### config.mk
export PLATFORM = sky130hd
export DESIGN_NAME = framed_packet_checksum_deframer_flat
export DESIGN_NICKNAME = d
export VERILOG_FILES = /design/src/rtl/fpcd_pkg.sv /design/src/rtl/fpcd_if.sv /design/src/rtl/fpcd_cfg_regs.sv /design/src/rtl/fpcd_parser.sv /design/src/rtl/framed_packet_checksum_deframer.sv /design/src/flat_wrapper.sv
export SDC_FILE = /design/constraint.sdc
export NUM_CORES = 1
export LEC_CHECK = 0
export ABC_AREA = 0
export ABC_CLOCK_PERIOD_IN_PS = 4000
export BUFFER_PORTS_ARGS = -buffer_cell sky130_fd_sc_hd__buf_2
export CAP_MARGIN = 20
export CELL_PAD_IN_SITES_DETAIL_PLACEMENT = 1
export CELL_PAD_IN_SITES_GLOBAL_PLACEMENT = 2
export CORE_MARGIN = 5
export CORE_UTILIZATION = 41
export DETAILED_ROUTE_END_ITERATION = 12
export MAX_ROUTING_LAYER = met4
export PLACE_DENSITY = 0.85
export REMOVE_ABC_BUFFERS = 1
export SLEW_MARGIN = 10
export SYNTH_ARGS = -nofsm -noshare
export SYNTH_HDL_FRONTEND = slang
export SYNTH_SLANG_ARGS = --single-unit
### constraint.sdc
create_clock -name clk_i -period 4 [get_ports clk_i]
set_input_delay 0.8 -clock clk_i [delete_from_list [all_inputs] [get_ports clk_i]]
set_output_delay 0.8 -clock clk_i [all_outputs]
set_load 0.01 [all_outputs]
### src/rtl/fpcd_pkg.sv
// Shared types and constants for the framed packet checksum deframer.
`default_nettype none
package fpcd_pkg;

  localparam int unsigned PAYLOAD_BYTES = 4;
  localparam int unsigned STORE_BYTES   = (PAYLOAD_BYTES < 4) ? PAYLOAD_BYTES : 4;

  localparam int unsigned BYTE_W  = 8;
  localparam int unsigned WORD_W  = 32;
  localparam int unsigned IDX_W   = 4;
  localparam int unsigned CFG_IDX_W = 2;

  // Position of the end code in the shortest frame that can be good.
  localparam logic [IDX_W-1:0]  MIN_END_POS  = IDX_W'(PAYLOAD_BYTES + 4);
  localparam logic [IDX_W-1:0]  IDX_MAX      = '1;
  localparam logic [IDX_W-1:0]  POS_TYPE     = IDX_W'(1);
  localparam logic [IDX_W-1:0]  POS_LENGTH   = IDX_W'(2);
  localparam logic [IDX_W-1:0]  POS_PAYLOAD  = IDX_W'(3);
  localparam logic [BYTE_W-1:0] LENGTH_CODE  = BYTE_W'(PAYLOAD_BYTES);

  localparam logic [BYTE_W-1:0] START_CODE_RST      = 8'hAA;
  localparam logic [BYTE_W-1:0] END_CODE_RST        = 8'h55;
  localparam logic [BYTE_W-1:0] TYPE_CODE_RST       = 8'h01;
  localparam logic [BYTE_W-1:0] MARKER_INTERVAL_RST = 8'd10;

  typedef enum logic [CFG_IDX_W-1:0] {
    REG_START_CODE      = 2'd0,
    REG_END_CODE        = 2'd1,
    REG_TYPE_CODE       = 2'd2,
    REG_MARKER_INTERVAL = 2'd3
  } reg_idx_e;

  typedef struct packed {
    logic [BYTE_W-1:0] start_code;
    logic [BYTE_W-1:0] end_code;
    logic [BYTE_W-1:0] type_code;
    logic [BYTE_W-1:0] marker_interval;
  } cfg_t;

  typedef struct packed {
    logic              frame_good;
    logic [WORD_W-1:0] payload_word;
    logic              send_marker;
  } res_t;

endpackage
`default_nettype wire

### src/rtl/fpcd_if.sv
// Channel interfaces: received bytes, frame results and configuration writes.
`default_nettype none
interface fpcd_byte_if import fpcd_pkg::*; ();
  logic              valid;
  logic              ready;
  logic [BYTE_W-1:0] rx_byte;
  modport source (output valid, output rx_byte, input ready);
  modport sink   (input valid, input rx_byte, output ready);
endinterface

interface fpcd_res_if import fpcd_pkg::*; ();
  logic              valid;
  logic              ready;
  logic              frame_good;
  logic [WORD_W-1:0] payload_word;
  logic              send_marker;
  modport source (output valid, output frame_good, output payload_word,
                  output send_marker, input ready);
  modport sink   (input valid, input frame_good, input payload_word,
                  input send_marker, output ready);
endinterface

interface fpcd_cfg_if import fpcd_pkg::*; ();
  logic                 valid;
  logic                 ready;
  logic [CFG_IDX_W-1:0] index;
  logic [BYTE_W-1:0]    data;
  modport source (output valid, output index, output data, input ready);
  modport sink   (input valid, input index, input data, output ready);
endinterface
`default_nettype wire

### src/rtl/fpcd_cfg_regs.sv
// Configuration register file for the deframer.
`default_nettype none
module fpcd_cfg_regs import fpcd_pkg::*; (
  input  wire logic                 clk_i,
  input  wire logic                 rst_ni,
  input  wire logic                 wr_valid_i,
  output logic                      wr_ready_o,
  input  wire logic [CFG_IDX_W-1:0] wr_index_i,
  input  wire logic [BYTE_W-1:0]    wr_data_i,
  output cfg_t                      cfg_o
);

  cfg_t cfg_q, cfg_d;

  assign wr_ready_o = 1'b1;

  always_comb begin
    cfg_d = cfg_q;
    if (wr_valid_i) begin
      case (wr_index_i)
        REG_START_CODE:      cfg_d.start_code      = wr_data_i;
        REG_END_CODE:        cfg_d.end_code        = wr_data_i;
        REG_TYPE_CODE:       cfg_d.type_code       = wr_data_i;
        REG_MARKER_INTERVAL: cfg_d.marker_interval = wr_data_i;
        default:             cfg_d = cfg_q;
      endcase
    end
  end

  always_ff @(posedge clk_i or negedge rst_ni) begin
    if (!rst_ni) begin
      cfg_q.start_code      <= START_CODE_RST;
      cfg_q.end_code        <= END_CODE_RST;
      cfg_q.type_code       <= TYPE_CODE_RST;
      cfg_q.marker_interval <= MARKER_INTERVAL_RST;
    end else begin
      cfg_q <= cfg_d;
    end
  end

  assign cfg_o = cfg_q;

endmodule
`default_nettype wire

### src/rtl/fpcd_parser.sv
// Frame parser: per-byte state update, frame checks and the result register.
`default_nettype none
module fpcd_parser import fpcd_pkg::*; (
  input  wire logic              clk_i,
  input  wire logic              rst_ni,
  input  wire logic              in_valid_i,
  input  wire logic [BYTE_W-1:0] in_byte_i,
  output logic                   in_take_o,
  input  wire cfg_t              cfg_i,
  output logic                   res_valid_o,
  input  wire logic              res_ready_i,
  output res_t                   res_o
);

  logic              open_q, open_d;
  logic [IDX_W-1:0]  idx_q, idx_d;
  logic [BYTE_W-1:0] sum_q, sum_d;
  logic [BYTE_W-1:0] prev_q, prev_d;
  logic              hdr_q, hdr_d;
  logic [WORD_W-1:0] store_q, store_d;
  logic [BYTE_W-1:0] count_q, count_d;
  logic              res_valid_q, res_valid_d;
  res_t              res_q, res_d;

  logic              closes;
  logic              slot_free;
  logic              take;
  logic              good;
  logic [BYTE_W-1:0] body_sum;
  logic [BYTE_W-1:0] count_inc;

  assign closes    = open_q && (in_byte_i == cfg_i.end_code);
  assign slot_free = !res_valid_q || res_ready_i;
  // A byte that yields no result never waits on the output side.
  assign take      = in_valid_i && (!closes || slot_free);
  assign in_take_o = take;

  assign body_sum  = sum_q - prev_q;
  assign good      = hdr_q && (idx_q >= MIN_END_POS) && (body_sum == prev_q);
  assign count_inc = count_q + 8'd1;

  always_comb begin
    open_d      = open_q;
    idx_d       = idx_q;
    sum_d       = sum_q;
    prev_d      = prev_q;
    hdr_d       = hdr_q;
    store_d     = store_q;
    count_d     = count_q;
    res_d       = res_q;
    res_valid_d = res_valid_q && !res_ready_i;
    if (take) begin
      if (!open_q) begin
        if (in_byte_i == cfg_i.start_code) begin
          open_d  = 1'b1;
          idx_d   = POS_TYPE;
          sum_d   = '0;
          prev_d  = in_byte_i;
          hdr_d   = 1'b1;
          store_d = '0;
        end
      end else if (closes) begin
        open_d             = 1'b0;
        res_valid_d        = 1'b1;
        res_d.frame_good   = good;
        res_d.payload_word = good ? store_q : '0;
        res_d.send_marker  = 1'b0;
        if (good) begin
          if (count_inc >= cfg_i.marker_interval) begin
            count_d           = '0;
            res_d.send_marker = 1'b1;
          end else begin
            count_d = count_inc;
          end
        end
      end else begin
        if (idx_q == POS_TYPE && in_byte_i != cfg_i.type_code) begin
          hdr_d = 1'b0;
        end
        if (idx_q == POS_LENGTH && in_byte_i != LENGTH_CODE) begin
          hdr_d = 1'b0;
        end
        for (int k = 0; k < STORE_BYTES; k++) begin
          if (idx_q == POS_PAYLOAD + IDX_W'(k)) begin
            store_d[8*k +: 8] = store_q[8*k +: 8] | in_byte_i;
          end
        end
        sum_d  = sum_q + in_byte_i;
        prev_d = in_byte_i;
        if (idx_q != IDX_MAX) begin
          idx_d = idx_q + IDX_W'(1);
        end
      end
    end
  end

  always_ff @(posedge clk_i or negedge rst_ni) begin
    if (!rst_ni) begin
      open_q      <= 1'b0;
      idx_q       <= '0;
      sum_q       <= '0;
      prev_q      <= '0;
      hdr_q       <= 1'b0;
      store_q     <= '0;
      count_q     <= '0;
      res_valid_q <= 1'b0;
    end else begin
      open_q      <= open_d;
      idx_q       <= idx_d;
      sum_q       <= sum_d;
      prev_q      <= prev_d;
      hdr_q       <= hdr_d;
      store_q     <= store_d;
      count_q     <= count_d;
      res_valid_q <= res_valid_d;
    end
  end

  always_ff @(posedge clk_i) begin
    res_q <= res_d;
  end

  assign res_valid_o = res_valid_q;
  assign res_o       = res_q;

  // A frame close always shows up as a result in the next cycle.
  a_close_gives_result: assert property (@(posedge clk_i) disable iff (!rst_ni)
    (take && closes) |=> res_valid_q)
    else $error("closed frame did not produce a result");

  // A closing byte is never consumed while an undelivered result is stuck.
  a_no_overwrite: assert property (@(posedge clk_i) disable iff (!rst_ni)
    !(take && closes && res_valid_q && !res_ready_i))
    else $error("result register overwritten before transfer");

  // Bad frames carry neither payload nor marker.
  a_bad_frame_clean: assert property (@(posedge clk_i) disable iff (!rst_ni)
    (res_valid_q && !res_q.frame_good) |-> (res_q.payload_word == '0 &&
                                            !res_q.send_marker))
    else $error("bad frame carries payload or marker");

  // An open frame always has a nonzero byte position.
  a_open_index: assert property (@(posedge clk_i) disable iff (!rst_ni)
    open_q |-> (idx_q != '0))
    else $error("open frame with zero byte position");

endmodule
`default_nettype wire

### src/rtl/framed_packet_checksum_deframer.sv
// Top level of the framed packet checksum deframer.
//
//  channel | dir | transfer when       | carries
//  rx_i    | in  | valid && ready      | rx_byte
//  res_o   | out | valid && ready      | frame_good, payload_word, send_marker
//  cfg_i   | in  | valid && ready      | index, data (ready is always high)
//
// One byte per cycle while no closing byte waits: a byte is registered in the
// input register on transfer and updates the frame state when the parser
// takes it, with a closing byte loading the result register. The result is
// valid once the end code has passed the input and result registers.
// Reset clears the frame state, the good-frame counter and both valid flags;
// the configuration registers return to their default codes.
// While the result waits on res_o, bytes that do not close a frame keep flowing;
// only a closing byte holds in the input register until the result is taken.
`default_nettype none
module framed_packet_checksum_deframer import fpcd_pkg::*; (
  input  wire logic   clk_i,
  input  wire logic   rst_ni,
  fpcd_byte_if.sink   rx_i,
  fpcd_res_if.source  res_o,
  fpcd_cfg_if.sink    cfg_i
);

  logic              in_valid_q;
  logic              in_valid_d;
  logic [BYTE_W-1:0] in_byte_q;
  logic              take;
  cfg_t              cfg;
  res_t              res;

  fpcd_cfg_regs u_cfg_regs (
    .clk_i      (clk_i),
    .rst_ni     (rst_ni),
    .wr_valid_i (cfg_i.valid),
    .wr_ready_o (cfg_i.ready),
    .wr_index_i (cfg_i.index),
    .wr_data_i  (cfg_i.data),
    .cfg_o      (cfg)
  );

  assign rx_i.ready = !in_valid_q || take;

  always_comb begin
    in_valid_d = in_valid_q && !take;
    if (rx_i.valid && rx_i.ready) begin
      in_valid_d = 1'b1;
    end
  end

  always_ff @(posedge clk_i or negedge rst_ni) begin
    if (!rst_ni) begin
      in_valid_q <= 1'b0;
    end else begin
      in_valid_q <= in_valid_d;
    end
  end

  always_ff @(posedge clk_i) begin
    if (rx_i.valid && rx_i.ready) begin
      in_byte_q <= rx_i.rx_byte;
    end
  end

  fpcd_parser u_parser (
    .clk_i       (clk_i),
    .rst_ni      (rst_ni),
    .in_valid_i  (in_valid_q),
    .in_byte_i   (in_byte_q),
    .in_take_o   (take),
    .cfg_i       (cfg),
    .res_valid_o (res_o.valid),
    .res_ready_i (res_o.ready),
    .res_o       (res)
  );

  assign res_o.frame_good   = res.frame_good;
  assign res_o.payload_word = res.payload_word;
  assign res_o.send_marker  = res.send_marker;

endmodule
`default_nettype wire
### src/flat_wrapper.sv
// flat-port wrapper written by rule: the top's interface ports become plain ports
module framed_packet_checksum_deframer_flat import fpcd_pkg::*;
  (clk_i, rst_ni, rx_i_valid, rx_i_rx_byte, rx_i_ready, res_o_valid, res_o_frame_good, res_o_payload_word, res_o_send_marker, res_o_ready, cfg_i_valid, cfg_i_index, cfg_i_data, cfg_i_ready);
  fpcd_byte_if rx_i_i ();
  fpcd_res_if res_o_i ();
  fpcd_cfg_if cfg_i_i ();
  input  wire logic clk_i;
  input  wire logic rst_ni;
  input wire logic [$bits(rx_i_i.valid)-1:0] rx_i_valid;
  input wire logic [$bits(rx_i_i.rx_byte)-1:0] rx_i_rx_byte;
  output wire logic [$bits(rx_i_i.ready)-1:0] rx_i_ready;
  output wire logic [$bits(res_o_i.valid)-1:0] res_o_valid;
  output wire logic [$bits(res_o_i.frame_good)-1:0] res_o_frame_good;
  output wire logic [$bits(res_o_i.payload_word)-1:0] res_o_payload_word;
  output wire logic [$bits(res_o_i.send_marker)-1:0] res_o_send_marker;
  input wire logic [$bits(res_o_i.ready)-1:0] res_o_ready;
  input wire logic [$bits(cfg_i_i.valid)-1:0] cfg_i_valid;
  input wire logic [$bits(cfg_i_i.index)-1:0] cfg_i_index;
  input wire logic [$bits(cfg_i_i.data)-1:0] cfg_i_data;
  output wire logic [$bits(cfg_i_i.ready)-1:0] cfg_i_ready;
  assign rx_i_i.valid = rx_i_valid;
  assign rx_i_i.rx_byte = rx_i_rx_byte;
  assign rx_i_ready = rx_i_i.ready;
  assign res_o_valid = res_o_i.valid;
  assign res_o_frame_good = res_o_i.frame_good;
  assign res_o_payload_word = res_o_i.payload_word;
  assign res_o_send_marker = res_o_i.send_marker;
  assign res_o_i.ready = res_o_ready;
  assign cfg_i_i.valid = cfg_i_valid;
  assign cfg_i_i.index = cfg_i_index;
  assign cfg_i_i.data = cfg_i_data;
  assign cfg_i_ready = cfg_i_i.ready;
  framed_packet_checksum_deframer u_core (.clk_i(clk_i), .rst_ni(rst_ni), .rx_i(rx_i_i), .res_o(res_o_i), .cfg_i(cfg_i_i));
endmodule
==> flow_summary.toml <==
[outcome]
status = "finished, final reports clean"

[yosys]
ys_top_cells_by_area = "dfrtp_1 31%, edfxtp_1 19%, mux2_2 7.4%"
ys_ff_latch = 137
ys_warn_count = 0
synthArstFlopShare_pct = 69.3
synth_edf_count = 42
synth_cells = 542
yosysUniqueCellTypes = 58
yosysTopAreaCell = "dfrtp_1"
netlist_top_cells_count = "84 x dfrtp_1, 44 x mux2_2, 42 x edfxtp_1, 35 x and2_1, 35 x xnor2_1"
syn_avg_cell_area_sq_um = 12.4
synthFlopType = "dfrtp_1"
synth.most_common_cell = "dfrtp_1"
synth.top_cell.area_share_pct = 31.4
synth_area_sq_mm = 0.00670
ys_seq_area_share_pct = 54.5

[sta]
setup_tns_ns = 0
drv_slew = 0
period_share_pct = 84.3
min_period_ns = 3.37
worst_slew_pin_slew_ns = 1.01
max_freq_mhz = 297
rsz0062_at_grt = "false"
slew_headroom_pct = 32.8
hold_viol = 0
setup_viol = 0
clock_skew_ns = 0.00873

[setup_path]
crit_slowest_cell = "nor4_2"
cp.required_ns = 3.20
critPathCaptureType = "primary output"
critical-path-top-delay-family = "simple AND/OR/NAND/NOR gates"
path_max_fanout = 5
path_cells = "xor2_1, or2_2, nor4_2, nand2_1, or2_2, buf_2"
cpMostUsedCell = "or2_2"
cp.arrival_ns = 2.57
start_kind = "flop"
max_stage_delay_ns = 0.50
path_class = "flop to primary output"
critical_path_buf_inv_count = 1

[clocking]
clk_pin_slew_worst_paths_ns = 0.06
cts.sinks = 137
cts_buffers = 17
cts_buffer_depth = 2
root_buffer = "clkbuf_16"
cts_hold_buf = 0
cts_resized = 0
cts_tree = "built"
clock_latency_ns = 0.42
post_cts_buffers = 0
cts_max_level = 4

[routing]
route.vias.total = 4515
drc_errors = 0
wl_um = 16400
drt_iter0_markers = 207
viasPerCell = 5.41
wl_per_cell_um = 19.7
detail-route-antenna-nets = 0
drt-pass1-iter-count = 4

[global_route]
antenna_found_initial = 0
grt_pass1_vias = 4953
overflow = 0
grt_max_degree = 46
grt_pass1_wl_um = 26700
grt_usage_pct = 19.2

[pwr]
vdd_drop_max_uv = 331
power.leakage_nw = 3.46
powerDensity_mw_per_mm2 = 635

[floorplan]
ioPinCount = 60
fp.dieW_um = 138
start_util_pct = 42.0
placement_rows = 46
chipHeight_um = 138
coreArea_sq_mm = 0.0159
fp.dieArea_sq_mm = 0.0190

[worst_hold_path]
min-delay-path-class = "input pin to asynchronous set/reset pin"

[job]
max_cap_violations = 0

[layout]
stdcell_area_sq_mm = 0.00781
antenna_cells = 0
drive_gt1_share_pct = 27.3
nets = 658
syn_to_final_growth_pct = 16.5

[placement]
port_buffers = 58
place_hpwl_um = 11700
dpl_cell_area_sq_mm = 0.00723
gp_congestion = 0.817
-- placed cells by master, fill, tap and decap left out, types with 4 or more instances in the layout --
master,count
clkbuf_16,17
mux2_2,44
a22o_1,24
inv_1,24
a21o_1,4
buf_2,58
nand2b_1,8
a21oi_1,23
a32o_1,8
nand2_1,16
edfxtp_1,42
and2_1,35
xor2_1,11
o31ai_1,7
o21ai_0,7
a31oi_1,10
xnor2_1,35
nand3_1,11
dfstp_2,11
dfrtp_1,84
nand3b_1,4
buf_4,14
ha_1,27
and3_1,8
nor2_1,21
clkinv_4,4
nand4_1,5
-- worst paths after layout --
check / startpoint / cells after the start / to / slack, ns
min in group clk_i: u_core.u_parser.store_q[4] / 1 / u_core.u_parser.store_q[4] / 0.49
setup reg to reg: u_core.u_parser.sum_q[0] / 10 / u_core.u_parser.res_o[25] / 0.74
setup / recovery: u_core.in_byte_q[2] / 6 / rx_i_ready / 0.63
hold reg to reg: u_core.u_parser.store_q[4] / 1 / u_core.u_parser.store_q[4] / 0.49
max in group asynchronous: rst_ni / 2 / u_core.u_parser.store_q[23] / 2.78
hold / removal: rst_ni / 1 / u_core.u_cfg_regs.cfg_o[14] / 0.38
-- stage by stage --
step | util [%] | hold slack (ns) | instances | worst slack [ns] | power (mW)
2_1_floorplan | - | 0.458 | 515 | 0.839 | 3.04
3_3_place_gp | 45.3 | 0.474 | 802 | 0.856 | 3.34
3_5_place_dp | 45.4 | 0.478 | 803 | 0.721 | 3.44
4_1_cts | 49.0 | 0.389 | 835 | 0.588 | 5.00
5_1_grt | 49.0 | 0.415 | 835 | 0.459 | 5.27
6_report | 49.0 | 0.376 | 835 | 0.630 | 4.96
-- cell families after synthesis --
family,synth area share [%]
xor+xnor,6.35
other cells,0.0560
fa+ha+maj,5.64
mux,7.69
simple gates,11.7
compound gates,10.7
buf+inv,3.44
flops,54.5
-- worst reg2reg max path, stage by stage (launching register included) --
cell and delay (ns):
dfrtp_1 0.38, inv_1 0.06, ha_1 0.21, fa_1 0.38, xnor3_1 0.36, or4_4 0.55
nor4b_4 0.34, and2_4 0.21, and3_1 0.15, buf_4 0.28, and2_1 0.20
-- where the power goes --
group	internal (mW)	switching, mW
clock network	0.920	0.614
registers	1.75	0.262
logic	0.686	0.721
-- state kept, by name, summed over array words and instances (netlist names) --
register and flops:
u_core.in_valid_q 1, u_core.u_parser.store_q 32, u_core.u_parser.idx_q 4, u_core.in_byte_q 8, u_core.u_parser.res_valid_o 1, u_core.u_parser.res_o 34, u_core.u_parser.open_q 1, u_core.u_parser.sum_q 8
u_core.u_parser.hdr_q 1, u_core.u_parser.count_q 8, u_core.u_cfg_regs.cfg_o 32, u_core.u_parser.prev_q 7
-- metal layers --
layer | track usage [%] | routed length [um]
met1 | 24.9 | 7470
met2 | 29.8 | 7850
met3 | 4.82 | 889
met4 | 5.98 | 238
met5 | - | 0
-- area by class of cell --
type	instances	area [sq um]
Clock buffer	18	429
Inverter	24	90.1
Multi-Input combinational cell	354	2820
Tap cell	216	270
Fill cell	1676	8130
Clock inverter	14	148
Sequential cell	137	3650
Timing Repair Buffer	72	395
Note: power is estimated with default switching activity, not from simulation.
